--- src/rtl/core/vitf_pkg.sv ---
// ----------------------------------------------------------------------------
// Vendor IE tag filter package
// Register indexes, reset values, parser phases and result types.
// ----------------------------------------------------------------------------
`default_nettype none

package vitf_pkg;

  // Register reset values
  localparam logic [7:0] ELEMENT_TYPE_RST = 8'hdd;
  localparam logic [7:0] TAG_FIRST_RST    = 8'h56;
  localparam logic [7:0] TAG_SECOND_RST   = 8'haf;

  localparam int unsigned CFG_IDX_W  = 2;
  localparam int unsigned CFG_DATA_W = 8;

  // Register indexes
  typedef enum logic [CFG_IDX_W-1:0] {
    CFG_ELEMENT_TYPE = 2'd0,
    CFG_TAG_FIRST    = 2'd1,
    CFG_TAG_SECOND   = 2'd2
  } cfg_idx_e;

  // Parser phases; the unused code behaves like PH_TYPE
  typedef enum logic [1:0] {
    PH_TYPE    = 2'd0,
    PH_LEN     = 2'd1,
    PH_PAYLOAD = 2'd2
  } phase_e;

  // Result queue sizing
  localparam int unsigned MAX_RES = 3;
  localparam int unsigned RES_CNT_W = $clog2(MAX_RES + 1);
  localparam int unsigned QDEPTH = 8;
  localparam int unsigned QPTR_W = $clog2(QDEPTH);
  localparam int unsigned QCNT_W = $clog2(QDEPTH + 1);

  typedef struct packed {
    logic [7:0] payload_byte;
    logic       element_last;
    logic       truncated;
  } result_t;

  // Results produced by one parsed byte, oldest in slot 0
  typedef struct packed {
    logic [RES_CNT_W-1:0]      count;
    result_t [MAX_RES-1:0]     res;
  } push_t;

endpackage

`default_nettype wire

--- src/rtl/core/vitf_if.sv ---
// ----------------------------------------------------------------------------
// Vendor IE tag filter channels
// Valid/ready byte input channel and filtered result channel.
// ----------------------------------------------------------------------------
`default_nettype none

interface vitf_in_if;
  logic       valid;
  logic       ready;
  logic [7:0] data_byte;
  logic       buffer_end;

  modport source (output valid, output data_byte, output buffer_end, input ready);
  modport sink   (input valid, input data_byte, input buffer_end, output ready);
endinterface

interface vitf_out_if;
  logic       valid;
  logic       ready;
  logic [7:0] payload_byte;
  logic       element_last;
  logic       truncated;

  modport source (output valid, output payload_byte, output element_last,
                  output truncated, input ready);
  modport sink   (input valid, input payload_byte, input element_last,
                  input truncated, output ready);
endinterface

`default_nettype wire

--- src/rtl/core/vitf_parse.sv ---
// ----------------------------------------------------------------------------
// Vendor IE tag filter parser
// Input register, configuration registers and the TLV walk for one byte.
// ----------------------------------------------------------------------------
`default_nettype none

module vitf_parse (
  input  wire logic                           clk_i,
  input  wire logic                           rst_ni,
  input  wire logic                           cfg_we_i,
  input  wire logic [vitf_pkg::CFG_IDX_W-1:0] cfg_idx_i,
  input  wire logic [vitf_pkg::CFG_DATA_W-1:0] cfg_data_i,
  vitf_in_if.sink                             in_ch,
  input  wire logic                           space_ok_i,
  output vitf_pkg::push_t                     push_o
);
  import vitf_pkg::*;

  logic       in_valid_q;
  logic [7:0] byte_q;
  logic       end_q;
  logic       fire;

  logic [7:0] element_type_q, tag_first_q, tag_second_q;

  phase_e     phase_q, phase_d;
  logic       tm_q, tm_d;
  logic [7:0] bl_q, bl_d;
  logic [1:0] idx_q, idx_d;
  logic       emit_q, emit_d;
  logic [7:0] held0_q, held0_d, held1_q, held1_d;

  logic [7:0] bl_dec;
  logic       done;
  logic       trunc;

  // Process the held byte only when the queue can take a full match
  assign fire        = in_valid_q & space_ok_i;
  assign in_ch.ready = ~in_valid_q | fire;

  // Input register
  always_ff @(posedge clk_i or negedge rst_ni) begin
    if (!rst_ni) begin
      in_valid_q <= 1'b0;
    end else if (in_ch.ready) begin
      in_valid_q <= in_ch.valid;
    end
  end

  always_ff @(posedge clk_i) begin
    if (in_ch.valid && in_ch.ready) begin
      byte_q <= in_ch.data_byte;
      end_q  <= in_ch.buffer_end;
    end
  end

  // Configuration registers; unknown indexes are ignored
  always_ff @(posedge clk_i or negedge rst_ni) begin
    if (!rst_ni) begin
      element_type_q <= ELEMENT_TYPE_RST;
      tag_first_q    <= TAG_FIRST_RST;
      tag_second_q   <= TAG_SECOND_RST;
    end else if (cfg_we_i) begin
      unique case (cfg_idx_i)
        CFG_ELEMENT_TYPE: element_type_q <= cfg_data_i[7:0];
        CFG_TAG_FIRST:    tag_first_q    <= cfg_data_i[7:0];
        CFG_TAG_SECOND:   tag_second_q   <= cfg_data_i[7:0];
        default: ;
      endcase
    end
  end

  // Walk one byte of the element list
  assign bl_dec = bl_q - 8'd1;
  assign done   = (bl_dec == 8'd0);
  assign trunc  = end_q & ~done;

  always_comb begin
    phase_d = phase_q;
    tm_d    = tm_q;
    bl_d    = bl_q;
    idx_d   = idx_q;
    emit_d  = emit_q;
    held0_d = held0_q;
    held1_d = held1_q;
    push_o  = '0;

    if (fire) begin
      case (phase_q)
        PH_LEN: begin
          bl_d    = byte_q;
          idx_d   = 2'd0;
          emit_d  = 1'b0;
          phase_d = (byte_q == 8'd0) ? PH_TYPE : PH_PAYLOAD;
        end
        PH_PAYLOAD: begin
          bl_d = bl_dec;
          if (emit_q) begin
            push_o.count                  = RES_CNT_W'(1);
            push_o.res[0].payload_byte    = byte_q;
            push_o.res[0].element_last    = done | end_q;
            push_o.res[0].truncated       = trunc;
          end else if (idx_q == 2'd0) begin
            held0_d = byte_q;
            idx_d   = 2'd1;
          end else if (idx_q == 2'd1) begin
            held1_d = byte_q;
            idx_d   = 2'd2;
          end else if (idx_q == 2'd2) begin
            idx_d = 2'd3;
            // Decide the match on the third payload byte
            if (tm_q && (held1_q == tag_first_q) && (byte_q == tag_second_q)) begin
              emit_d                     = 1'b1;
              push_o.count               = RES_CNT_W'(3);
              push_o.res[0].payload_byte = held0_q;
              push_o.res[1].payload_byte = held1_q;
              push_o.res[2].payload_byte = byte_q;
              push_o.res[2].element_last = done | end_q;
              push_o.res[2].truncated    = trunc;
            end
          end
          if (done) begin
            phase_d = PH_TYPE;
          end
        end
        default: begin
          tm_d    = (byte_q == element_type_q);
          phase_d = PH_LEN;
        end
      endcase

      // Drop all parsing state at the end of a buffer
      if (end_q) begin
        phase_d = PH_TYPE;
        tm_d    = 1'b0;
        bl_d    = 8'd0;
        idx_d   = 2'd0;
        emit_d  = 1'b0;
      end
    end
  end

  // Parser state
  always_ff @(posedge clk_i or negedge rst_ni) begin
    if (!rst_ni) begin
      phase_q <= PH_TYPE;
      tm_q    <= 1'b0;
      bl_q    <= 8'd0;
      idx_q   <= 2'd0;
      emit_q  <= 1'b0;
    end else begin
      phase_q <= phase_d;
      tm_q    <= tm_d;
      bl_q    <= bl_d;
      idx_q   <= idx_d;
      emit_q  <= emit_d;
    end
  end

  // Held payload bytes
  always_ff @(posedge clk_i) begin
    held0_q <= held0_d;
    held1_q <= held1_d;
  end

endmodule

`default_nettype wire

--- src/rtl/core/vitf_outq.sv ---
// ----------------------------------------------------------------------------
// Vendor IE tag filter result queue
// Takes up to three results per cycle, hands out one per transfer.
// ----------------------------------------------------------------------------
`default_nettype none

module vitf_outq (
  input  wire logic            clk_i,
  input  wire logic            rst_ni,
  input  wire vitf_pkg::push_t push_i,
  output logic                 space_ok_o,
  vitf_out_if.source           out_ch
);
  import vitf_pkg::*;

  result_t             mem_q [QDEPTH];
  logic [QPTR_W-1:0]   head_q, tail_q;
  logic [QCNT_W-1:0]   cnt_q;
  logic                pop;
  result_t             head_res;

  assign pop        = out_ch.valid & out_ch.ready;
  assign space_ok_o = (cnt_q <= QCNT_W'(QDEPTH - MAX_RES));

  // Store the new results in order behind the tail
  always_ff @(posedge clk_i) begin
    for (int k = 0; k < MAX_RES; k++) begin
      if (k < int'(push_i.count)) begin
        mem_q[tail_q + QPTR_W'(k)] <= push_i.res[k];
      end
    end
  end

  // Advance pointers and fill count
  always_ff @(posedge clk_i or negedge rst_ni) begin
    if (!rst_ni) begin
      head_q <= '0;
      tail_q <= '0;
      cnt_q  <= '0;
    end else begin
      tail_q <= tail_q + QPTR_W'(push_i.count);
      head_q <= head_q + QPTR_W'(pop);
      cnt_q  <= cnt_q + QCNT_W'(push_i.count) - QCNT_W'(pop);
    end
  end

  // Present the oldest result
  assign head_res            = mem_q[head_q];
  assign out_ch.valid        = (cnt_q != '0);
  assign out_ch.payload_byte = head_res.payload_byte;
  assign out_ch.element_last = head_res.element_last;
  assign out_ch.truncated    = head_res.truncated;

endmodule

`default_nettype wire

--- src/rtl/core/vendor_ie_tag_filter.sv ---
// Vendor IE tag filter
//   in_ch  : one raw byte of a type-length-value element list per transfer,
//            buffer_end marks the last byte of a buffer.
//   out_ch : one payload byte of each matching element per transfer, with
//            element_last on the final byte emitted for the element and
//            truncated when the buffer cut that element short.
//   cfg    : cfg_we_i/cfg_idx_i/cfg_data_i write element_type (0),
//            tag_first (1) and tag_second (2); write only while idle.
// Throughput is one input byte per cycle while three queue entries are free.
// The byte sits in an input register and is parsed into an 8-entry result
// queue. A match queues three results at once; the queue drains one per
// cycle while the receiver is ready. The input register holds its byte while
// fewer than three queue entries are free, so a stalled receiver stops the
// input side after the queue fills.
// Reset restores the register defaults, returns the parser to expecting a
// type byte and empties the queue.
// ----------------------------------------------------------------------------
// Vendor IE tag filter top level
// Filters vendor information elements by type and two identifier bytes.
// ----------------------------------------------------------------------------
`default_nettype none

module vendor_ie_tag_filter (
  input  wire logic                            clk_i,
  input  wire logic                            rst_ni,
  input  wire logic                            cfg_we_i,
  input  wire logic [vitf_pkg::CFG_IDX_W-1:0]  cfg_idx_i,
  input  wire logic [vitf_pkg::CFG_DATA_W-1:0] cfg_data_i,
  vitf_in_if.sink                              in_ch,
  vitf_out_if.source                           out_ch
);
  import vitf_pkg::*;

  push_t push;
  logic  space_ok;

  // Parse stage
  vitf_parse u_parse (
    .clk_i      (clk_i),
    .rst_ni     (rst_ni),
    .cfg_we_i   (cfg_we_i),
    .cfg_idx_i  (cfg_idx_i),
    .cfg_data_i (cfg_data_i),
    .in_ch      (in_ch),
    .space_ok_i (space_ok),
    .push_o     (push)
  );

  // Result queue
  vitf_outq u_outq (
    .clk_i      (clk_i),
    .rst_ni     (rst_ni),
    .push_i     (push),
    .space_ok_o (space_ok),
    .out_ch     (out_ch)
  );

endmodule

`default_nettype wire

--- src/flat_wrapper.sv ---
// flat-port wrapper written by rule: the top's interface ports become plain ports
module vendor_ie_tag_filter_flat import vitf_pkg::*;
  (clk_i, rst_ni, cfg_we_i, cfg_idx_i, cfg_data_i, in_ch_valid, in_ch_data_byte, in_ch_buffer_end, in_ch_ready, out_ch_valid, out_ch_payload_byte, out_ch_element_last, out_ch_truncated, out_ch_ready);
  vitf_in_if in_ch_i ();
  vitf_out_if out_ch_i ();
  input  wire logic clk_i;
  input  wire logic rst_ni;
  input  wire logic cfg_we_i;
  input  wire logic [vitf_pkg::CFG_IDX_W-1:0] cfg_idx_i;
  input  wire logic [vitf_pkg::CFG_DATA_W-1:0] cfg_data_i;
  input wire logic [$bits(in_ch_i.valid)-1:0] in_ch_valid;
  input wire logic [$bits(in_ch_i.data_byte)-1:0] in_ch_data_byte;
  input wire logic [$bits(in_ch_i.buffer_end)-1:0] in_ch_buffer_end;
  output wire logic [$bits(in_ch_i.ready)-1:0] in_ch_ready;
  output wire logic [$bits(out_ch_i.valid)-1:0] out_ch_valid;
  output wire logic [$bits(out_ch_i.payload_byte)-1:0] out_ch_payload_byte;
  output wire logic [$bits(out_ch_i.element_last)-1:0] out_ch_element_last;
  output wire logic [$bits(out_ch_i.truncated)-1:0] out_ch_truncated;
  input wire logic [$bits(out_ch_i.ready)-1:0] out_ch_ready;
  assign in_ch_i.valid = in_ch_valid;
  assign in_ch_i.data_byte = in_ch_data_byte;
  assign in_ch_i.buffer_end = in_ch_buffer_end;
  assign in_ch_ready = in_ch_i.ready;
  assign out_ch_valid = out_ch_i.valid;
  assign out_ch_payload_byte = out_ch_i.payload_byte;
  assign out_ch_element_last = out_ch_i.element_last;
  assign out_ch_truncated = out_ch_i.truncated;
  assign out_ch_i.ready = out_ch_ready;
  vendor_ie_tag_filter u_core (.clk_i(clk_i), .rst_ni(rst_ni), .cfg_we_i(cfg_we_i), .cfg_idx_i(cfg_idx_i), .cfg_data_i(cfg_data_i), .in_ch(in_ch_i), .out_ch(out_ch_i));
endmodule
--- config.mk ---
export PLATFORM = sky130hd
export DESIGN_NAME = vendor_ie_tag_filter_flat
export DESIGN_NICKNAME = d
export VERILOG_FILES = /design/src/rtl/core/vitf_pkg.sv /design/src/rtl/core/vitf_if.sv /design/src/rtl/core/vitf_parse.sv /design/src/rtl/core/vitf_outq.sv /design/src/rtl/core/vendor_ie_tag_filter.sv /design/src/flat_wrapper.sv
export SDC_FILE = /design/constraint.sdc
export NUM_CORES = 1
export LEC_CHECK = 0
export BUFFER_PORTS_ARGS = -buffer_cell sky130_fd_sc_hd__clkbuf_2
export CORE_MARGIN = 2
export CORE_UTILIZATION = 35
export CTS_BUF_LIST = sky130_fd_sc_hd__clkbuf_8
export DETAILED_ROUTE_END_ITERATION = 16
export PLACE_DENSITY = 0.55
export SYNTH_ARGS = -nofsm -noshare
export SYNTH_HDL_FRONTEND = slang
export SYNTH_SLANG_ARGS = --single-unit
--- constraint.sdc ---
create_clock -name clk_i -period 5.3 [get_ports clk_i]
set_input_delay 1.06 -clock clk_i [delete_from_list [all_inputs] [get_ports clk_i]]
set_output_delay 1.06 -clock clk_i [all_outputs]
set_load 0.1 [all_outputs]
Word level (Yosys, flattened, before mapping)
Memory sizes are Yosys's and may differ from the RTL's. Index checks and enable logic that the tools add are counted.

Add/subtract/negate cells: 7. $lt $le $gt $ge: 4. Eq/ne operators: 13. Mux-type cells: 43. Bitwise gates (word level): 9. Reductions and logical operators: 19.

Operator list (number): $mux 20 (6); $mux 8 (6); $eq 8x8->1 (3); $mux 10 (2); $mux 2 (10); $mux 18 (1); $logic_not 8->1 (2); $pmux 8 s2 (1); $mux 1 (14); $reduce_and 2->1 (6); $pmux 2 s2 (2); $reduce_and 4->1 (2); $sub 8x1->8 const B (1); $eq 2x1->1 const B (3); $eq 2x2->1 const B (3); $ne 3x3->1 const B (2); $ne 5x5->1 const B (1); $reduce_and 5->1 (1); $add 4x2->4 (1); $le 4x3->1 const B (1); $logic_not 2->1 (2); $lt 1x2->1 const A (2); $not 1->1 (4); $reduce_bool 4->1 (1); other kinds (13) (18).

Register bits: 74. Memory bits (writable): 80. Input port bits: 24. Word-level logic and storage cells: 112. Memories: 1.

Memory list: u_core.u_outq.mem_q (depth 8, bits a word 10, rd ports 1, clocked after memory_dff 0, wr ports 3, RTL line vitf_outq.sv:16) `result_t mem_q [QDEPTH];`.

Depth between registers and ports, before layout
Word-level depth: 14. Gate-level depth with buffers: 13. Depth with buffers taken out: 13.

Hierarchy
A second synthesis with hierarchy kept.

Cell total of the unflattened synthesis: 948. Area, all modules: 9709.3 um2.

By module, submodules not included: vitf_outq (times used 1, cells an instance 633, area an instance 6184.7 um2); vitf_parse (times used 1, cells an instance 315, area an instance 3524.6 um2).

Least setup slack after synthesis
Ideal clock, no wire load.

Path kind: register to output. Start: reg u_core.u_outq.cnt_q[2]. End: out in_ch_ready. Data arrival time: 2.956 ns. Required time: 4.240 ns. Path slack: 1.284 ns. Cell stages (with the launch flop): 4. Path buffers: 0. Path through: dfrtp_1 -> ha_1 -> and2_1 -> o21ai_0.

Cells in the longest elaborated chain, start to end: 3.

RTL lines: start: declaration (RTL line vitf_outq.sv:18) `logic [QCNT_W-1:0] cnt_q;`; start signal: assignment (RTL line vitf_outq.sv:43) `cnt_q <= cnt_q + QCNT_W'(push_i.count) - QCNT_W'(pop);`; $le 4x3->1 (RTL line vitf_outq.sv:23) `assign space_ok_o = (cnt_q <= QCNT_W'(QDEPTH - MAX_RES));`; $and 1x1->1 (RTL line vitf_parse.sv:38) `assign fire = in_valid_q & space_ok_i;`; $or 1x1->1 (RTL line vitf_parse.sv:39) `assign in_ch.ready = ~in_valid_q | fire;`; end: declaration (RTL line flat_wrapper.sv:14) `output wire logic [$bits(in_ch_i.ready)-1:0] in_ch_ready;`.

No other way between the ends.

==> results.yml <==
outcome:
  status: "finished, final reports clean"
worst_setup_path:
  worstSetupPathType: "reg2reg"
  max_stage_delay_ps: 540
  reg2regPathDepth: 9
  end_kind: "register"
  r2r_start: "u_core.u_parse.phase_q[0]"
  cp_slowest_cell: "ha_1"
  cp-start-kind: "register"
  critPathMaxFanout: 31
  worst_ep_arrival_time_ps: 3950
  reg2reg_slack_ps: 1460
  crit_chain: "inv_1 -> ha_1 -> nand2_1 -> or4_4 -> nor2_4 -> buf_4 -> nand2b_1 -> a211oi_1 -> a41o_1"
  rr_endpoint: "u_core.u_outq.mem_q[3][8]"
  crit_required_ps: 5410
grt:
  grt_pass1_wl_um: 41700
  grt_max_degree: 62
  grt_pass1_vias: 6711
  grt_util_all_layers: 0.195
  gr-total-overflow: 0
  antenna_found_initial: 0
layout:
  drive_gt1_frac: 0.243
  diodes: 0
  area_delta_synth_final_pct: 8.78
  nets: 876
timing:
  hold_viol_final: 0
  worstMarginPinSlew_ps: 1330
  finalClockSkew_ps: 12.0
  rsz0062_at_grt: "false"
  report.final.slew_viol_count: 0
  max_slew_margin: 0.112
  setup-tns-final_ps: 0
  max_freq_ghz: 0.260
  setup_viol: 0
  fin_crit_sh: 0.725
  timing.final.ws_setup_ps: 1460
  fin_crit_ps: 3840
  holdWs_ps: 527
clocking:
  cts_buffer_depth: 2
  insertion_delay_ps: 470
  htreeDepth: 4
  cts-root-buf: "clkbuf_8"
  postCtsSetupRepairBufs: 0
  ctsResizeCount: 0
  cts-buffers-inserted: 17
  holdBufCountCts: 0
  clk_pin_slew_ps: 90
  cts_sinks: 154
  cts_tree: "yes"
power:
  peakVddDrop_mv: 0.180
  p_leak_uw: 0.00397
  seq_power_share: 0.407
  p_switching_uw: 1650
  clkPwrFrac: 0.233
  sw_frac_of_total: 0.416
  powerDensity_nw_per_um2: 387
  p_int_uw: 2320
  combPwrFrac: 0.359
logic_synthesis:
  ys_seq_area_frac: 0.466
  synthCells: 824
  synthTopCellsByArea: "edfxtp_1, dfrtp_1, a31oi_1"
  netlist-cell-type-count: 69
  syn_area_um2: 9440
  yosysWarnings: 0
  synthesis.nets: 869
  synth_edf_count: 105
  synth_common_cells: "a31oi_1, edfxtp_1, mux2_1, mux2_2, clkbuf_1"
  syn_avg_cell_area_um2: 11.5
  synth_ff_type: "edfxtp_1"
  yosys.area.top_type: "edfxtp_1"
  ys_ff_latch: 154
  synth_top_area_frac: 0.334
  synthArstFlopShare: 0.318
  synth.most_common_cell: "a31oi_1"
min_path:
  hold_path.class: "reg2reg"
  whs_path_depth: 2
  hold_end: "u_core.u_parse.idx_q[1]"
  hold_path.startpoint: "u_core.u_parse.idx_q[1]"
detailed_routing:
  num_vias: 6838
  drc: 0
  wl_per_cell_um: 22.7
  ant_nets: 0
  drtIter0Drc: 651
  drt-total-wl_um: 26900
  vias_per_cell: 5.77
  drt_pass1_iterations: 6
floorplan:
  core_um2: 26700
  start_util: 0.353
  die_x_um: 168
  io_pins: 36
  dieHeight_um: 168
  floorplan.rows: 60
  dieArea_um2: 28300
run:
  maxCapViolations: 0
place:
  place.port_buffers: 35
  hpwl_um: 18600
  pre_cts_ws_ps: 1510
  gp_congestion: 0.880
flip-flops by register name, indices dropped and copies added, names as in the netlist, 2 cells and up:
name,cells
u_core.u_outq.head_q,3
u_core.u_parse.element_type_q,8
u_core.u_parse.bl_q,8
u_core.u_parse.byte_q,8
u_core.u_parse.tag_second_q,8
u_core.u_parse.tag_first_q,8
u_core.u_parse.held1_q,8
u_core.u_outq.mem_q,80
u_core.u_outq.tail_q,3
u_core.u_parse.idx_q,2
u_core.u_outq.cnt_q,4
u_core.u_parse.held0_q,8
u_core.u_parse.phase_q,2
layout make-up:
class                           instances  area (um2)
Sequential cell                       154        4400
Tap cell                              341         427
Fill cell                            2580       16500
Timing Repair Buffer                   53         310
Clock buffer                           17         234
Clock inverter                         15         164
Multi-Input combinational cell        580        4640
Inverter                               25        93.8
stage by stage:
stage | area (um2) | utilization | power, uW | std cells
after floorplan | 9440 | - | 2750 | 824
after global placement | 9870 | 0.369 | 3070 | 1153
after detailed placement | 9870 | 0.369 | 3090 | 1153
after CTS | 10300 | 0.384 | 4020 | 1185
after global routing | 10300 | 0.384 | 4200 | 1185
final | 10300 | 0.384 | 3980 | 1185
critical path: cells and delay by family (launching register included):
family                   cells  cell delay, ps
AND/OR/NAND/NOR              4            1300
AO/OA/AOI/OAI                2             780
adder cells (fa/ha/maj)      1             540
buffers and inverters        2             470
flip-flops                   1             390
layer usage:
metal | share of wire | global-route usage
met4 | 0.015 | 0.0495
met2 | 0.45 | 0.299
met3 | 0.071 | 0.0447
met5 | 0 | 0
met1 | 0.46 | 0.280
worst max-delay path by stage:
stage / slack, ps / startpoint / endpoint
6_report: 1460 / u_core.u_parse.phase_q[0] / u_core.u_outq.mem_q[3][8]
5_1_grt: 1180 / u_core.u_parse.phase_q[0] / u_core.u_outq.mem_q[6][1]
3_5_place_dp: 1510 / u_core.u_parse.phase_q[0] / u_core.u_outq.mem_q[3][4]
4_1_cts: 1500 / u_core.u_parse.phase_q[0] / u_core.u_outq.mem_q[3][8]
2_1_floorplan: 1280 / u_core.u_outq.cnt_q[2] / in_ch_ready
3_3_place_gp: 1580 / u_core.u_parse.phase_q[0] / u_core.u_outq.mem_q[3][7]
cell families (layout without fill, tap and decap cells):
kind of cell,count (synthesis),after routing,share of synthesized area
flip-flops,154,154,0.466
XOR/XNOR,30,30,0.0294
AO/OA/AOI/OAI,200,200,0.132
buffers and inverters,90,110,0.0426
adder cells (fa/ha/maj),21,21,0.0294
AND/OR/NAND/NOR,216,216,0.142
multiplexers,113,113,0.158
power by group through the flow:
| stage | logic (uW) | clock network (uW) | registers (uW) |
|---|---|---|---|
| finish | 1430 | 928 | 1620 |
| CTS | 1440 | 951 | 1620 |
| detailed placement | 1440 | 0 | 1650 |
| global placement | 1430 | 0 | 1650 |
| floorplan | 1230 | 0 | 1520 |
| global route | 1550 | 1000 | 1640 |
cell usage in the layout, fill, tap and decap left out, drive strengths merged, types with 19 or more instances in the layout:
master and n:
o21ai 28, mux4 20, dfrtp 33, inv 31, or2 21, a21oi 27
mux2 84, ha 19, edfxtp 105, a31oi 107, nand2b 39, nor2 40
nand2 31, xor2 19, clkbuf 52
Power figures use the tool's default switching activity.
